===== src/sv/mssd_pkg.sv =====
// Package for the multiplexed seven-segment scan driver: request codes,
// register indexes, result word types and the glyph and decimal helpers.
// No dependencies.
`default_nettype none

package mssd_pkg;

  // Request kinds carried in the input tuser
  typedef enum logic [1:0] {
    REQ_TICK  = 2'd0,
    REQ_TIME  = 2'd1,
    REQ_DIGIT = 2'd2,
    REQ_MODE  = 2'd3
  } req_e;

  // Configuration register indexes
  localparam logic CFG_BRIGHTNESS = 1'b0;
  localparam logic CFG_REFRESH    = 1'b1;

  localparam logic [6:0]  BRIGHT_RESET  = 7'd30;
  localparam logic [6:0]  BRIGHT_MAX    = 7'd100;
  localparam logic [15:0] REFRESH_RESET = 16'd2083;

  // One word for the shift-register chain
  typedef struct packed {
    logic       last;
    logic [7:0] seg;
    logic [7:0] sel;
  } word_t;

  // Words produced by one beat: num is 0, 1 or 2
  typedef struct packed {
    logic [1:0] num;
    word_t      w0;
    word_t      w1;
  } push_t;

  function automatic logic [7:0] glyph_seg(input logic [3:0] code);
    logic [7:0] seg;
    case (code)
      4'd0:    seg = 8'b01111011;
      4'd1:    seg = 8'b00000011;
      4'd2:    seg = 8'b01011110;
      4'd3:    seg = 8'b01001111;
      4'd4:    seg = 8'b00100111;
      4'd5:    seg = 8'b01101101;
      4'd6:    seg = 8'b01111101;
      4'd7:    seg = 8'b01000011;
      4'd8:    seg = 8'b01111111;
      4'd9:    seg = 8'b01101111;
      4'd11:   seg = 8'b10000000;
      default: seg = 8'b00000000;  // blank and unused codes
    endcase
    return seg;
  endfunction

  // Tens digit of a 6-bit value: x*205 >> 11 is exact below 64
  function automatic logic [3:0] tens_of(input logic [5:0] v);
    logic [13:0] prod;
    prod = {8'b0, v} * 14'd205;
    return {1'b0, prod[13:11]};
  endfunction

  function automatic logic [3:0] ones_of(input logic [5:0] v);
    logic [5:0] t;
    logic [5:0] t10;
    logic [5:0] r;
    t   = {2'b0, tens_of(v)};
    t10 = (t << 3) + (t << 1);
    r   = v - t10;
    return r[3:0];
  endfunction

endpackage

`default_nettype wire


===== src/sv/mux_seven_segment_scan_driver.sv =====
// Scan driver for a multiplexed seven-segment display behind two chained
// shift registers. Depends on mssd_pkg and mssd_out_queue.
//
// Use:
//   Input stream (s_axis_*): one beat per request. tuser is the request kind
//   (tick, time update, digit write, set mode); tdata carries the fields.
//   Ticks are microsecond strobes; each may yield zero, one or two words.
//   Output stream (m_axis_*): one beat per word for the shift chain, select
//   byte then segment byte; tlast marks the last word of a tick.
//   Config port: cfg_we_i writes register cfg_idx_i (0 brightness percent,
//   1 refresh period in ticks). Write only while the block is idle.
// Timing:
//   A beat is registered at the input stage, processed from there and its
//   words land in a two-entry output queue, whose count register drives
//   m_axis_tvalid. One request per cycle is taken as long as the output
//   queue has room for the words of the request being processed;
//   the queue depth sets that limit.
// Reset: frame shows 8,8,8,0, scan at digit 0, counters clear, time mode on,
//   brightness 30, refresh period 2083. No clearing pass is needed.
// Stall: when the receiver holds tready low the queue fills, the staged
//   request waits, and s_axis_tready drops until words drain.
`default_nettype none

module mux_seven_segment_scan_driver #(
  parameter int NUM_DIGITS = 4
) (
  input  wire logic        clk_i,
  input  wire logic        rst_ni,
  input  wire logic        s_axis_tvalid,
  output logic             s_axis_tready,
  // [1:0] digit_index, [5:2] glyph_code, [11:6] minutes, [17:12] seconds,
  // [18] show_time, [23:19] zero
  input  wire logic [23:0] s_axis_tdata,
  input  wire logic [1:0]  s_axis_tuser,   // [1:0] req_type
  output logic             m_axis_tvalid,
  input  wire logic        m_axis_tready,
  output logic [15:0]      m_axis_tdata,   // [7:0] digit_select, [15:8] segment_bits
  output logic             m_axis_tlast,   // last_of_tick
  input  wire logic        cfg_we_i,
  input  wire logic        cfg_idx_i,
  input  wire logic [15:0] cfg_data_i
);
  import mssd_pkg::*;

  localparam int DIG_W       = (NUM_DIGITS > 1) ? $clog2(NUM_DIGITS) : 1;
  localparam int TIME_DIGITS = (NUM_DIGITS < 4) ? NUM_DIGITS : 4;

  // Config registers
  logic [6:0]  bright_q;
  logic [15:0] refresh_q;

  // Input stage
  logic        in_v_q, in_v_d;
  req_e        req_q;
  logic [18:0] in_data_q;

  // Display state
  logic [3:0]       fb_q [NUM_DIGITS];
  logic [3:0]       fb_d [NUM_DIGITS];
  logic [DIG_W-1:0] scan_q, scan_d;
  logic [15:0]      period_q, period_d;
  logic [10:0]      blank_q, blank_d;
  logic             pend_q, pend_d;
  logic             tmode_q, tmode_d;

  // Field views of the staged beat
  logic [1:0] f_idx;
  logic [3:0] f_glyph;
  logic [5:0] f_min;
  logic [5:0] f_sec;
  logic       f_show;
  logic [3:0] tdig [4];

  logic [15:0] cnt_inc;
  logic [15:0] period_eff;
  logic [6:0]  bright_c;
  logic [10:0] on_time;
  logic [10:0] blank_dec;
  logic        scan_hit;
  logic [1:0]  n_res;
  logic [1:0]  free;
  logic        advance;
  word_t       scan_w, blank_w;
  push_t       push;

  assign f_idx   = in_data_q[1:0];
  assign f_glyph = in_data_q[5:2];
  assign f_min   = in_data_q[11:6];
  assign f_sec   = in_data_q[17:12];
  assign f_show  = in_data_q[18];

  assign tdig[0] = tens_of(f_min);
  assign tdig[1] = ones_of(f_min);
  assign tdig[2] = tens_of(f_sec);
  assign tdig[3] = ones_of(f_sec);

  // Tick datapath: period compare, on-time = brightness * 20
  assign cnt_inc    = period_q + 16'd1;
  assign period_eff = (refresh_q == 16'd0) ? 16'd1 : refresh_q;
  assign scan_hit   = (cnt_inc >= period_eff);
  assign bright_c   = (bright_q > BRIGHT_MAX) ? BRIGHT_MAX : bright_q;
  assign on_time    = ({4'b0, bright_c} << 4) + ({4'b0, bright_c} << 2);
  assign blank_dec  = (blank_q != 11'd0) ? (blank_q - 11'd1) : 11'd0;

  always_comb begin
    scan_w.sel  = 8'd1 << scan_q;
    scan_w.seg  = glyph_seg(fb_q[scan_q]);
    scan_w.last = (on_time != 11'd0);
    blank_w     = '{last: 1'b1, seg: 8'd0, sel: 8'd0};
  end

  // Words this beat would produce
  always_comb begin
    n_res = 2'd0;
    push  = '0;
    if (req_q == REQ_TICK) begin
      if (scan_hit) begin
        n_res   = (on_time == 11'd0) ? 2'd2 : 2'd1;
        push.w0 = scan_w;
        push.w1 = blank_w;
      end else if (pend_q && (blank_dec == 11'd0)) begin
        n_res   = 2'd1;
        push.w0 = blank_w;
      end
    end
    advance  = in_v_q && (n_res <= free);
    push.num = advance ? n_res : 2'd0;
  end

  assign s_axis_tready = !in_v_q || advance;

  // Next state, applied when the staged beat advances
  always_comb begin
    in_v_d   = in_v_q;
    fb_d     = fb_q;
    scan_d   = scan_q;
    period_d = period_q;
    blank_d  = blank_q;
    pend_d   = pend_q;
    tmode_d  = tmode_q;
    if (advance) begin
      in_v_d = 1'b0;
      case (req_q)
        REQ_TICK: begin
          period_d = cnt_inc;
          if (scan_hit) begin
            period_d = 16'd0;
            scan_d   = (int'(scan_q) == NUM_DIGITS - 1) ? '0 : scan_q + 1'b1;
            blank_d  = on_time;
            pend_d   = (on_time != 11'd0);
          end else if (pend_q) begin
            blank_d = blank_dec;
            if (blank_dec == 11'd0) pend_d = 1'b0;
          end
        end
        REQ_TIME: begin
          if (tmode_q) begin
            for (int i = 0; i < TIME_DIGITS; i++) fb_d[i] = tdig[i];
          end
        end
        REQ_DIGIT: begin
          for (int i = 0; i < NUM_DIGITS; i++) begin
            if (int'(f_idx) == i) fb_d[i] = f_glyph;
          end
        end
        REQ_MODE: tmode_d = f_show;
        default: ;
      endcase
    end
    if (s_axis_tvalid && s_axis_tready) in_v_d = 1'b1;
  end

  always_ff @(posedge clk_i or negedge rst_ni) begin
    if (!rst_ni) begin
      bright_q  <= BRIGHT_RESET;
      refresh_q <= REFRESH_RESET;
      in_v_q    <= 1'b0;
      scan_q    <= '0;
      period_q  <= 16'd0;
      blank_q   <= 11'd0;
      pend_q    <= 1'b0;
      tmode_q   <= 1'b1;
      for (int i = 0; i < NUM_DIGITS; i++) fb_q[i] <= (i == 3) ? 4'd0 : 4'd8;
    end else begin
      if (cfg_we_i) begin
        case (cfg_idx_i)
          CFG_BRIGHTNESS: bright_q  <= cfg_data_i[6:0];
          CFG_REFRESH:    refresh_q <= cfg_data_i;
          default: ;
        endcase
      end
      in_v_q   <= in_v_d;
      scan_q   <= scan_d;
      period_q <= period_d;
      blank_q  <= blank_d;
      pend_q   <= pend_d;
      tmode_q  <= tmode_d;
      fb_q     <= fb_d;
    end
  end

  // Input payload register, no reset
  always_ff @(posedge clk_i) begin
    if (s_axis_tvalid && s_axis_tready) begin
      req_q     <= req_e'(s_axis_tuser);
      in_data_q <= s_axis_tdata[18:0];
    end
  end

  mssd_out_queue u_queue (
    .clk_i         (clk_i),
    .rst_ni        (rst_ni),
    .push_i        (push),
    .free_o        (free),
    .m_axis_tvalid (m_axis_tvalid),
    .m_axis_tready (m_axis_tready),
    .m_axis_tdata  (m_axis_tdata),
    .m_axis_tlast  (m_axis_tlast)
  );

`ifndef NO_ASSERTIONS
  a_scan_range: assert property (@(posedge clk_i) disable iff (!rst_ni)
    int'(scan_q) < NUM_DIGITS)
    else $error("scan pointer out of range");

  a_pend_count: assert property (@(posedge clk_i) disable iff (!rst_ni)
    pend_q |-> (blank_q != 11'd0))
    else $error("blank pending with zero count");

  a_blank_max: assert property (@(posedge clk_i) disable iff (!rst_ni)
    blank_q <= 11'd2000)
    else $error("blank count above maximum on-time");

  a_blank_last: assert property (@(posedge clk_i) disable iff (!rst_ni)
    (m_axis_tvalid && (m_axis_tdata[7:0] == 8'd0)) |-> m_axis_tlast)
    else $error("blank word not marked last of tick");

  a_room: assert property (@(posedge clk_i) disable iff (!rst_ni)
    advance |-> (n_res <= free))
    else $error("queue overrun");
`endif

endmodule

`default_nettype wire


===== src/sv/mssd_out_queue.sv =====
// Two-entry result queue for the scan driver; takes up to two words per beat
// and drives the master stream. Depends on mssd_pkg.
`default_nettype none

module mssd_out_queue (
  input  wire logic            clk_i,
  input  wire logic            rst_ni,
  input  wire mssd_pkg::push_t push_i,
  output logic [1:0]           free_o,
  output logic                 m_axis_tvalid,
  input  wire logic            m_axis_tready,
  output logic [15:0]          m_axis_tdata,   // [7:0] digit_select, [15:8] segment_bits
  output logic                 m_axis_tlast    // last_of_tick
);
  import mssd_pkg::*;

  word_t      q0_q, q0_d, q1_q, q1_d;
  logic [1:0] cnt_q, cnt_d;
  logic [1:0] base;
  logic       pop;

  always_comb begin
    pop  = (cnt_q != 2'd0) && m_axis_tready;
    base = cnt_q - {1'b0, pop};
    q0_d = pop ? q1_q : q0_q;
    q1_d = q1_q;
    case (base)
      2'd0: begin
        if (push_i.num != 2'd0) q0_d = push_i.w0;
        q1_d = push_i.w1;
      end
      2'd1: begin
        if (push_i.num != 2'd0) q1_d = push_i.w0;
      end
      default: ;
    endcase
    cnt_d = base + push_i.num;
  end

  always_ff @(posedge clk_i or negedge rst_ni) begin
    if (!rst_ni) begin
      cnt_q <= 2'd0;
    end else begin
      cnt_q <= cnt_d;
    end
  end

  always_ff @(posedge clk_i) begin
    q0_q <= q0_d;
    q1_q <= q1_d;
  end

  assign free_o        = 2'd2 - cnt_q;
  assign m_axis_tvalid = (cnt_q != 2'd0);
  assign m_axis_tdata  = {q0_q.seg, q0_q.sel};
  assign m_axis_tlast  = q0_q.last;

endmodule

`default_nettype wire


===== config.mk =====
export PLATFORM = sky130hd
export DESIGN_NAME = mux_seven_segment_scan_driver
export DESIGN_NICKNAME = d
export VERILOG_FILES = /design/src/sv/mssd_pkg.sv /design/src/sv/mux_seven_segment_scan_driver.sv /design/src/sv/mssd_out_queue.sv
export SDC_FILE = /design/constraint.sdc
export NUM_CORES = 1
export LEC_CHECK = 0
export BUFFER_PORTS_ARGS = -buffer_cell sky130_fd_sc_hd__buf_2
export CORE_MARGIN = 4
export CORE_UTILIZATION = 50
export CTS_BUF_LIST = sky130_fd_sc_hd__clkbuf_8
export CTS_CLUSTER_DIAMETER = 150
export DETAILED_ROUTE_END_ITERATION = 8
export PLACE_DENSITY = 0.71
export SYNTH_ARGS = -nofsm -noshare
export SYNTH_HDL_FRONTEND = slang
export SYNTH_SLANG_ARGS = --single-unit

===== constraint.sdc =====
create_clock -name clk_i -period 5.5 [get_ports clk_i]
set_input_delay 1.1 -clock clk_i [delete_from_list [all_inputs] [get_ports clk_i]]
set_output_delay 1.1 -clock clk_i [all_outputs]
set_load 0.02 [all_outputs]

==> flow_summary_export.csv, run 1 <==
group,metric,value,unit
final_layout,area.growth.synth_to_final,14.1,%
critical_path,critPathArrivalTime,4.14,ns
status,status,"finished clean",
timing,fin_setup_tns,0,ns
flow_run,maxCapViolCount,0,
route,postRouteAntennaNets,0,
placed_design,hpwl,11800,um
die,die_w,135,um
placed_design,place_congestion,0.859,
synth,synthTopCellsByCount,"ha_1, inv_1, o21ai_0",
timing,report.final.slew_viol_count,0,
hold_path,min_from,"u_queue.m_axis_tdata[4]$_DFF_P_",
critical_path,crit_top_cell,"ha_2",
timing,hold_violations,0,
die,row_count,46,
critical_path,max_stage_delay,0.55,ns
synth,yosysWarnings,0,
pwr,power.density,446,nW/um^2
die,core_area,15900,um^2
critical_path,cp-start-kind,"flop",
clocking,tritoncts,"done",
pwr,switchingPower,1580,uW
grt,antenna_found_initial,0,
final_layout,finish.utilization,58.1,%
die,die_y,135,um
route,dr.pass1.iters,5,
synth,async_flop_share,58.9,%
synth,yosys-top-cells-area,"dfrtp_1, ha_1, edfxtp_1, mux2_2, o21ai_0",
final_layout,drive_above_1_share,23.9,%
die,initial_core_util,50.9,%
critical_path,crit_fanout,4,
synth,syn_avg_cell_area,10.2,um^2
critical_path,crit_buf_inv,2,
synth,syn_area,8090,um^2
route,vias,5809,
critical_path,crit_slowest_cell,"dfstp_2",
grt,grt_pass1_wl,27100,um
route,wl_per_cell,14.6,um
synth,yosysTopAreaCell,"dfrtp_1",
grt,grt_overflow_total,0,
timing,period_share,95.3,%
synth,synth-seq-cells,124,
timing,max_slew_margin,30.3,%
final_layout,diodes,0,
synth,synthCells,796,
clocking,cts_buffers,17,
grt,grt_pass1_vias,5618,
route,wl,15900,um
route,drt-initial-drc-count,307,
pwr,p_seq_share,33.2,%
pwr,clkPwrFrac,22.8,%
critical_path,startpoint,"bright_q[4]$_DFFE_PN1P_",
route,drc,0,
critical_path,path_cells,"nor3_1 -> or2_2 -> and2_4 -> ha_2 -> ha_2 -> a21o_1 -> o21a_1 -> nor2_2 -> o31ai_2 -> nor4_2 -> and3_4 -> nand2_1 -> nor3_2 -> ha_1 -> nor2b_1 -> o21ai_2 -> inv_1 -> nand2_2 -> buf_4",
hold_path,worst_hold_path_type,"reg -> reg",
final_layout,fillers,1399,
grt,gr-usage-all-layers,18.4,%
pwr,p_int,2540,uW
timing,fmax,191,MHz
pwr,p_leak,0.00432,uW
timing,min_period,5.24,ns
grt,grt_max_degree,47,
clocking,insertion_delay,0.46,ns
clocking,clk_pin_slew,0.08,ns
synth,ys_seq_area_share,39.6,%
die,dieArea,18300,um^2
timing,setup_viol,0,
timing,fin_worst_skew,0.0103,ns
critical_path,cp.required,4.40,ns
synth,synth_edf_count,34,
timing,max_slew.worst_pin.slew,1.04,ns
critical_path,endpoint_kind,"output pin",
critical_path,rr_startpoint,"bright_q[4]$_DFFE_PN1P_",
clocking,clockBufferDepth,2,
pwr,power_frac_comb,44.0,%
synth,syn-num-nets,944,
route,viasPerCell,5.32,
pwr,irDropWorstVdd,0.000230,V
clocking,cts_root_buf,"clkbuf_8",
synth,dominantRegCellSynth,"dfrtp_1",
clocking,htreeDepth,4,
synth,synth_top_area_share,18.9,%
die,io-pin-count,67,
pwr,p_sw_share,38.3,%
critical_path,crit_family,"simple AND/OR/NAND/NOR gates",
placed_design,port-buffer-count,61,
placed_design,dp_slack,0.294,ns
clocking,cts.sinks,124,
critical_path,critical_path_class,"reg -> out",
final_layout,final_nets,1010,
synth,synth_cell_types,68,
timing,setup_ws,0.258,ns
synth,yosysMostFrequentCell,"ha_1",
[worst paths after layout]
kind | end | slack (ns) | cells past startpoint
min in group asynchronous | period_q[7]$_DFFE_PN0P_ | 0.82 | 1
worst max register to register | u_queue.q1_q[3]$_SDFFCE_PN0P_ | 0.72 | 20
worst min-delay path | u_queue.m_axis_tdata[4]$_DFF_P_ | 0.46 | 1
max in group asynchronous | fb_q[7]$_DFFE_PN1P_ | 3.71 | 2
worst min register to register | u_queue.m_axis_tdata[4]$_DFF_P_ | 0.46 | 1
worst max-delay path | s_axis_tready | 0.26 | 19
[placed cells by master, fill, tap and decap left out, drive strengths merged, types with 13 or more instances in the layout]
cell type / n
mux2: 37
edfxtp: 34
o22ai: 13
mux2i: 21
inv: 83
dfrtp: 61
dfxtp: 17
buf: 75
and3: 13
nand2: 62
ha: 88
nor3: 13
a21oi: 20
nor2: 42
o21ai: 73
xor2: 20
nand3: 16
clkbuf: 17
xnor2: 17
[flip-flops by register name, indices dropped and copies added, names as in the netlist, 2 cells and up]
signal,cells
refresh_q,16
u_queue.m_axis_tdata,16
req_q,2
period_q,16
bright_q,7
fb_q,16
in_data_q,19
u_queue.cnt_q,2
blank_q,11
scan_q,2
u_queue.q1_q,13
[final cells by class]
cell class	instances	area, um^2	share of cell area (%)
timing repair buffer	75	413	4.48
inverter	74	278	3.01
multi-input combinational	570	4600	49.9
clock inverter	15	224	2.43
sequential	124	3210	34.8
clock buffer	17	234	2.54
tap	216	270	2.93
[worst register-to-register path, delay by kind of cell, from the launching register on]
family / cells / cell delay, ns
compound gates: 5 / 1.03
simple gates: 11 / 2.09
fa+ha+maj: 3 / 0.62
flops: 1 / 0.55
buf+inv: 1 / 0.12
[power by group through the flow]
| stage | logic [uW] | registers, uW | clock network [uW] |
|---|---|---|---|
| final | 1810 | 1370 | 939 |
| after global routing | 2070 | 1400 | 1010 |
| after CTS | 1780 | 1370 | 962 |
| after detailed placement | 1750 | 1390 | 0 |
| after global placement | 1710 | 1370 | 0 |
| after floorplan | 1290 | 1400 | 0 |
[timing repair]
item / in CTS / in global routing
pin swaps: 0 / 6
hold buffers: 0 / 0
setup endpoints to repair: 1 / 1
gates resized for setup: 6 / 23
setup buffers: 0 / 5
cloned: 0 / 0
[through the flow]
step                hold WS, ns  instance area [um^2]  total power, uW  cells
global route              0.477                  9230             4480   1091
CTS                       0.465                  9110             4110   1086
global placement          0.437                  8630             3090   1054
detailed placement        0.446                  8630             3140   1054
floorplan                 0.445                  8100             2690    796
finish                    0.460                  9230             4120   1091
[routing by layer]
layer,up-vias,GRT usage (%),part of all wire [%]
li1,2939,-,-
met1,2723,27.6,51
met2,128,26.7,43
met3,19,4.42,4.7
met4,0,4.98,1.2
met5,-,0,0
[kinds of logic after synthesis]
kind of cell,share of synthesized area (%)
multiplexers,8.59
flip-flops,39.6
adder cells (fa/ha/maj),16.7
buffers and inverters,4.84
XOR/XNOR,4.01
AND/OR/NAND/NOR,13.1
AO/OA/AOI/OAI,13.1
Power figures use the tool's default switching activity.
==> run 2: changes to the inputs <==
--- a/config.mk
+++ b/config.mk
@@ -6,6 +6,7 @@
 export NUM_CORES = 1
 export LEC_CHECK = 0
 export BUFFER_PORTS_ARGS = -buffer_cell sky130_fd_sc_hd__buf_2
+export CORE_ASPECT_RATIO = 1.5
 export CORE_MARGIN = 4
 export CORE_UTILIZATION = 50
 export CTS_BUF_LIST = sky130_fd_sc_hd__clkbuf_8
==> run 2 against run 1 <==
Wire length up 4.2%. Sequential share of layout area down 0.20 points. Clock skew up 0.0043 ns. Combinational power about the same. Highest routed layer unchanged. Critical path type unchanged. Clock-buffer cell count unchanged. Final cell count down 0.73%.
==> flow_summary_export.csv, run 2 (synthesis gave the netlist of run 1 again) <==
group,metric,value,unit
status,status,"finished clean",
route,dr.pass1.iters,4,
final_layout,drive_above_1_share,24.7,%
timing,max_slew.worst_pin.slew,1.10,ns
route,wl,16600,um
critical_path,cp-start-kind,"flop",
clocking,cts_root_buf,"clkbuf_8",
critical_path,critical_path_class,"reg -> out",
die,core_area,15800,um^2
route,vias,5854,
critical_path,r2r_cells,21,
critical_path,path_cells,"ha_2 -> and3_2 -> and3_1 -> and3_1 -> xor2_1 -> ha_1 -> nand4_1 -> nor2_1 -> a211oi_2 -> o21ai_0 -> a21o_1 -> nand2_2 -> nor3_2 -> ha_1 -> nor2b_2 -> o21ai_2 -> inv_1 -> nand2_2 -> buf_6",
grt,grt_pass1_vias,6009,
critical_path,crit_family,"simple AND/OR/NAND/NOR gates",
critical_path,crit_slowest_cell,"dfrtp_2",
placed_design,place_congestion,0.846,
route,drc,0,
final_layout,largest_reg_flops,19,
clocking,clk_pin_slew,0.08,ns
grt,gr-usage-all-layers,18.9,%
critical_path,rr_startpoint,"period_q[0]$_DFFE_PN0P_",
critical_path,crit_fanout,5,
placed_design,hpwl,12600,um
critical_path,ff2ff_setup_slack,0.69,ns
clocking,postCtsHoldBufs,0,
timing,min_period,5.24,ns
die,initial_core_util,51.3,%
critical_path,worstSetupEndpoint,"s_axis_tready",
hold_path,worst_hold_path_type,"reg -> reg",
flow_run,maxCapViolCount,0,
pwr,p_leak,0.00436,uW
grt,antenna_found_initial,0,
critical_path,max_stage_delay,0.44,ns
critical_path,r2r-end,"blank_q[2]$_DFFE_PN0P_",
critical_path,endpoint_kind,"output pin",
critical_path,critPathArrivalTime,4.14,ns
timing,report.final.slew_viol_count,0,
clocking,cts_buffers,17,
die,row_count,56,
final_layout,final_cell_mix,"ha_1, inv_1, o21ai_0",
clocking,clockBufferDepth,2,
final_layout,area.growth.synth_to_final,14.8,%
route,wl_per_cell,15.3,um
clocking,insertion_delay,0.45,ns
final_layout,finish.utilization,58.9,%
route,viasPerCell,5.41,
timing,fmax,191,MHz
grt,grt_overflow_total,0,
grt,grt_pass1_wl,28100,um
timing,setup_viol,0,
die,die_y,164,um
critical_path,worst-path-stages,19,
final_layout,diodes,0,
timing,fin_setup_tns,0,ns
pwr,power.density,447,nW/um^2
clocking,tritoncts,"done",
final_layout,regMostFlops,"in_data_q",
placed_design,port-buffer-count,61,
die,dieArea,18300,um^2
final_layout,final_common_cell,"ha_1",
final_layout,final_nets,1015,
timing,max_slew_margin,25.7,%
critical_path,cp.required,4.40,ns
critical_path,startpoint,"period_q[0]$_DFFE_PN0P_",
route,drt-initial-drc-count,203,
pwr,irDropWorstVdd,0.000313,V
clocking,cts.sinks,124,
grt,grt_max_degree,50,
route,postRouteAntennaNets,0,
die,die_w,112,um
timing,period_share,95.3,%
timing,hold_violations,0,
timing,fin_worst_skew,0.0145,ns
die,io-pin-count,67,
critical_path,crit_buf_inv,2,
clocking,htreeDepth,4,
run 2: cell count changes in the layout (fill, tap and decap cells not counted), sizes merged:
| cell | delta |
|---|---|
| clkinv | +1 |
| buf | +5 |
| inv | -1 |
run 2: worst reg2reg max path, delay by kind of cell (launching register included):
family	cells	cell delay, ns
adders and majority gates	3	0.79
and+or+nand+nor	9	1.66
buffers and inverters	1	0.19
xor gates and xnor gates	1	0.16
DFF	1	0.44
AOI/OAI and AO/OA	7	1.41
run 2: worst min-delay path by stage:
| stage | from | endpoint | slack [ns] | depth (start not counted) |
|---|---|---|---|---|
| after global placement | u_queue.m_axis_tdata[7]$_DFF_P_ | u_queue.m_axis_tdata[7]$_DFF_P_ | 0.44 | 1 |
| after CTS | u_queue.m_axis_tdata[4]$_DFF_P_ | u_queue.m_axis_tdata[4]$_DFF_P_ | 0.47 | 1 |
| after detailed placement | u_queue.m_axis_tdata[5]$_DFF_P_ | u_queue.m_axis_tdata[5]$_DFF_P_ | 0.44 | 1 |
| after global routing | u_queue.m_axis_tdata[5]$_DFF_P_ | u_queue.m_axis_tdata[5]$_DFF_P_ | 0.49 | 1 |
| after floorplan | fb_q[5]$_DFFE_PN0P_ | fb_q[5]$_DFFE_PN0P_ | 0.44 | 2 |
| final | u_queue.m_axis_tdata[5]$_DFF_P_ | u_queue.m_axis_tdata[5]$_DFF_P_ | 0.46 | 1 |
run 2: where the power goes:
part / switching, uW / total [uW] / leakage, uW / internal, uW
clock: 419 / 932 / 0.000232 / 512
sequential: 152 / 1370 / 0.00138 / 1220
combinational: 1020 / 1840 / 0.00275 / 827
total: 1590 / 4150 / 0.00436 / 2560
run 2: what timing repair did:
item                                    4_1_cts  5_1_grt
gates resized for setup                      11       28
endpoints found under the setup margin        1        1
pin swaps                                     1       11
setup buffers                                 0       10
run 2: per-layer routing:
layer  vias to the layer above  wire [um]  track usage [%]
met2                        96       9170             35.7
met3                        18        545             3.87
li1                       2949          -                -
met4                         0        275             6.47
met5                         -          0                0
met1                      2791       6600             21.0
run 2: metrics by stage:
step	hold slack [ns]	cells	power [uW]	cell area, um^2	setup slack, ns
floorplan	0.445	796	2690	8100	0.0543
global placement	0.439	1041	3110	8610	0.315
detailed placement	0.444	1041	3170	8610	0.226
CTS	0.469	1073	4130	9110	0.000741
global route	0.491	1083	4500	9280	-0.0211
finish	0.462	1083	4150	9280	0.257
run 2: layout make-up:
type / count / area (um^2)
multi-input cells: 570 / 4620
well taps: 203 / 254
fillers: 1380 / 6490
inverters: 74 / 278
repair buffers: 80 / 458
clock buffers: 17 / 234
clock inverters: 15 / 224
flip-flops and latches: 124 / 3210
==> run 3: changes to the inputs <==
--- a/config.mk
+++ b/config.mk
@@ -6,7 +6,7 @@
 export NUM_CORES = 1
 export LEC_CHECK = 0
 export BUFFER_PORTS_ARGS = -buffer_cell sky130_fd_sc_hd__buf_2
-export CORE_ASPECT_RATIO = 1.5
+export CORE_ASPECT_RATIO = 0.6
 export CORE_MARGIN = 4
 export CORE_UTILIZATION = 50
 export CTS_BUF_LIST = sky130_fd_sc_hd__clkbuf_8
==> run 3 against run 2 <==
Wire length increased by 5.6%. Utilization decreased by 0.077 points. Final cell count down 0.28%. Via count increased by 0.61%. Clock skew is 0.0085 ns higher. Clock-buffer cell count unchanged. Largest power group unchanged.
==> flow_summary_export.csv, run 3 (synthesis gave the netlist of run 1 again) <==
group,metric,value,unit
clocking,cts_root_buf,"clkbuf_8",
grt,gr-usage-all-layers,20.2,%
final_layout,final_common_cell,"ha_1",
hold_path,hold_path_depth,1,
die,die_w,172,um
placed_design,place_inst,1043,
critical_path,cp.required,4.40,ns
critical_path,r2r-end,"blank_q[8]$_DFFE_PN0P_",
critical_path,path_cells,"ha_2 -> and3_2 -> and3_1 -> and3_2 -> nand3_1 -> xnor2_1 -> ha_1 -> a21o_1 -> a21o_1 -> a21oi_1 -> o21ai_0 -> a21o_2 -> nand2_1 -> nor3_2 -> ha_1 -> nor2b_1 -> o21ai_2 -> inv_1 -> nand2_2 -> buf_6",
route,wl_per_cell,16.2,um
grt,grt_overflow_total,0,
clocking,clockBufferDepth,2,
route,vias,5890,
grt,grt_pass1_vias,5517,
die,core_area,15600,um^2
final_layout,fillers,1327,
critical_path,cp-start-kind,"flop",
hold_path,worst_hold_path_type,"reg -> reg",
final_layout,instances_no_fill,1080,
placed_design,port-buffer-count,61,
route,postRouteAntennaNets,0,
die,dieArea,18300,um^2
final_layout,drive_above_1_share,23.8,%
pwr,power.density,442,nW/um^2
timing,max_slew.worst_pin.slew,1.18,ns
hold_path,min_from,"u_queue.m_axis_tdata[5]$_DFF_P_",
final_layout,fin_area,9160,um^2
flow_run,maxCapViolCount,0,
hold_path,min_to,"u_queue.m_axis_tdata[5]$_DFF_P_",
critical_path,crit_buf_inv,2,
critical_path,max_stage_delay,0.45,ns
timing,setup_ws,0.215,ns
final_layout,final_cell_mix,"ha_1, inv_1, o21ai_0",
grt,grt_pass1_wl,29100,um
timing,hold_violations,0,
route,dr.pass1.iters,5,
placed_design,dpl_cell_area,8630,um^2
pwr,irDropWorstVdd,0.000238,V
clocking,cts_buffers,17,
placed_design,hpwl,13100,um
route,wl,17500,um
critical_path,crit_family,"simple AND/OR/NAND/NOR gates",
status,status,"finished clean",
route,drt-initial-drc-count,456,
critical_path,critical_path_class,"reg -> out",
clocking,cts.sinks,124,
critical_path,r2r_cells,21,
timing,fin_setup_tns,0,ns
timing,fin_worst_skew,0.0231,ns
grt,antenna_found_initial,0,
route,viasPerCell,5.45,
timing,setup_viol,0,
critical_path,crit_slowest_cell,"dfrtp_2",
clocking,clk_pin_slew,0.08,ns
final_layout,diodes,0,
critical_path,crit_fanout,6,
final_layout,largest_reg_flops,19,
timing,fmax,189,MHz
die,io-pin-count,67,
timing,report.final.slew_viol_count,0,
timing,period_share,96.1,%
grt,grt_max_degree,74,
critical_path,endpoint_kind,"output pin",
final_layout,regMostFlops,"in_data_q",
clocking,tritoncts,"done",
timing,min_period,5.29,ns
placed_design,place_congestion,0.887,
die,initial_core_util,51.9,%
critical_path,critPathArrivalTime,4.19,ns
final_layout,area.growth.synth_to_final,13.3,%
die,die_y,107,um
die,row_count,35,
final_layout,final_nets,1012,
route,drc,0,
timing,max_slew_margin,20.3,%
critical_path,rr_startpoint,"period_q[0]$_DFFE_PN0P_",
placed_design,dp_slack,0.223,ns
pwr,p_leak,0.00430,uW
critical_path,ff2ff_setup_slack,0.62,ns
clocking,htreeDepth,4,
clocking,insertion_delay,0.45,ns
==> run 3: cell type report <==
cell class | count | area [um^2] | share of cell area [%]
clock buffer | 17 | 234 | 2.55
clock inverter | 15 | 164 | 1.79
inverter | 74 | 278 | 3.03
multi-input combinational | 570 | 4590 | 50.1
sequential | 124 | 3210 | 35.0
tap | 203 | 254 | 2.77
timing repair buffer | 77 | 434 | 4.74
==> run 3: repair_timing <==
action	CTS	global route
endpoints found under the setup margin	1	1
setup buffers	0	5
hold endpoints to repair	0	0
gates resized for setup	11	18
hold buffers	0	0
pin swaps	1	4
==> run 3: worst max-delay path by stage <==
stage                                  startpoint                            end  slack (ns)  cells past startpoint
after floorplan           period_q[2]$_DFFE_PN0P_  u_queue.q1_q[0]$_SDFFCE_PN0P_        0.05                     26
after global placement    bright_q[4]$_DFFE_PN1P_                  s_axis_tready        0.30                     18
after detailed placement  bright_q[4]$_DFFE_PN1P_                  s_axis_tready        0.22                     18
after CTS                 bright_q[4]$_DFFE_PN1P_                  s_axis_tready        0.02                     18
after global routing      period_q[2]$_DFFE_PN0P_                  s_axis_tready       -0.03                     20
final                     period_q[0]$_DFFE_PN0P_                  s_axis_tready        0.21                     20
==> run 3: metal layers <==
layer,part of all wire [%],track usage [%]
met5,0,0
met4,0.90,4.99
met3,6.6,4.79
met2,36,24.4
met1,56,34.5
==> run 3: stage by stage <==
step,hold WS (ns),util (%),total power (uW)
floorplan,0.445,-,2690
global placement,0.437,55.3,3120
detailed placement,0.441,55.3,3170
CTS,0.464,58.2,4030
global route,0.492,58.8,4400
finish,0.462,58.8,4050
==> run 3: power by group <==
part | switching (uW) | internal [uW] | leakage, uW
combinational | 1040 | 808 | 0.00272
clock | 416 | 411 | 0.000203
sequential | 158 | 1220 | 0.00138
total | 1610 | 2440 | 0.00430
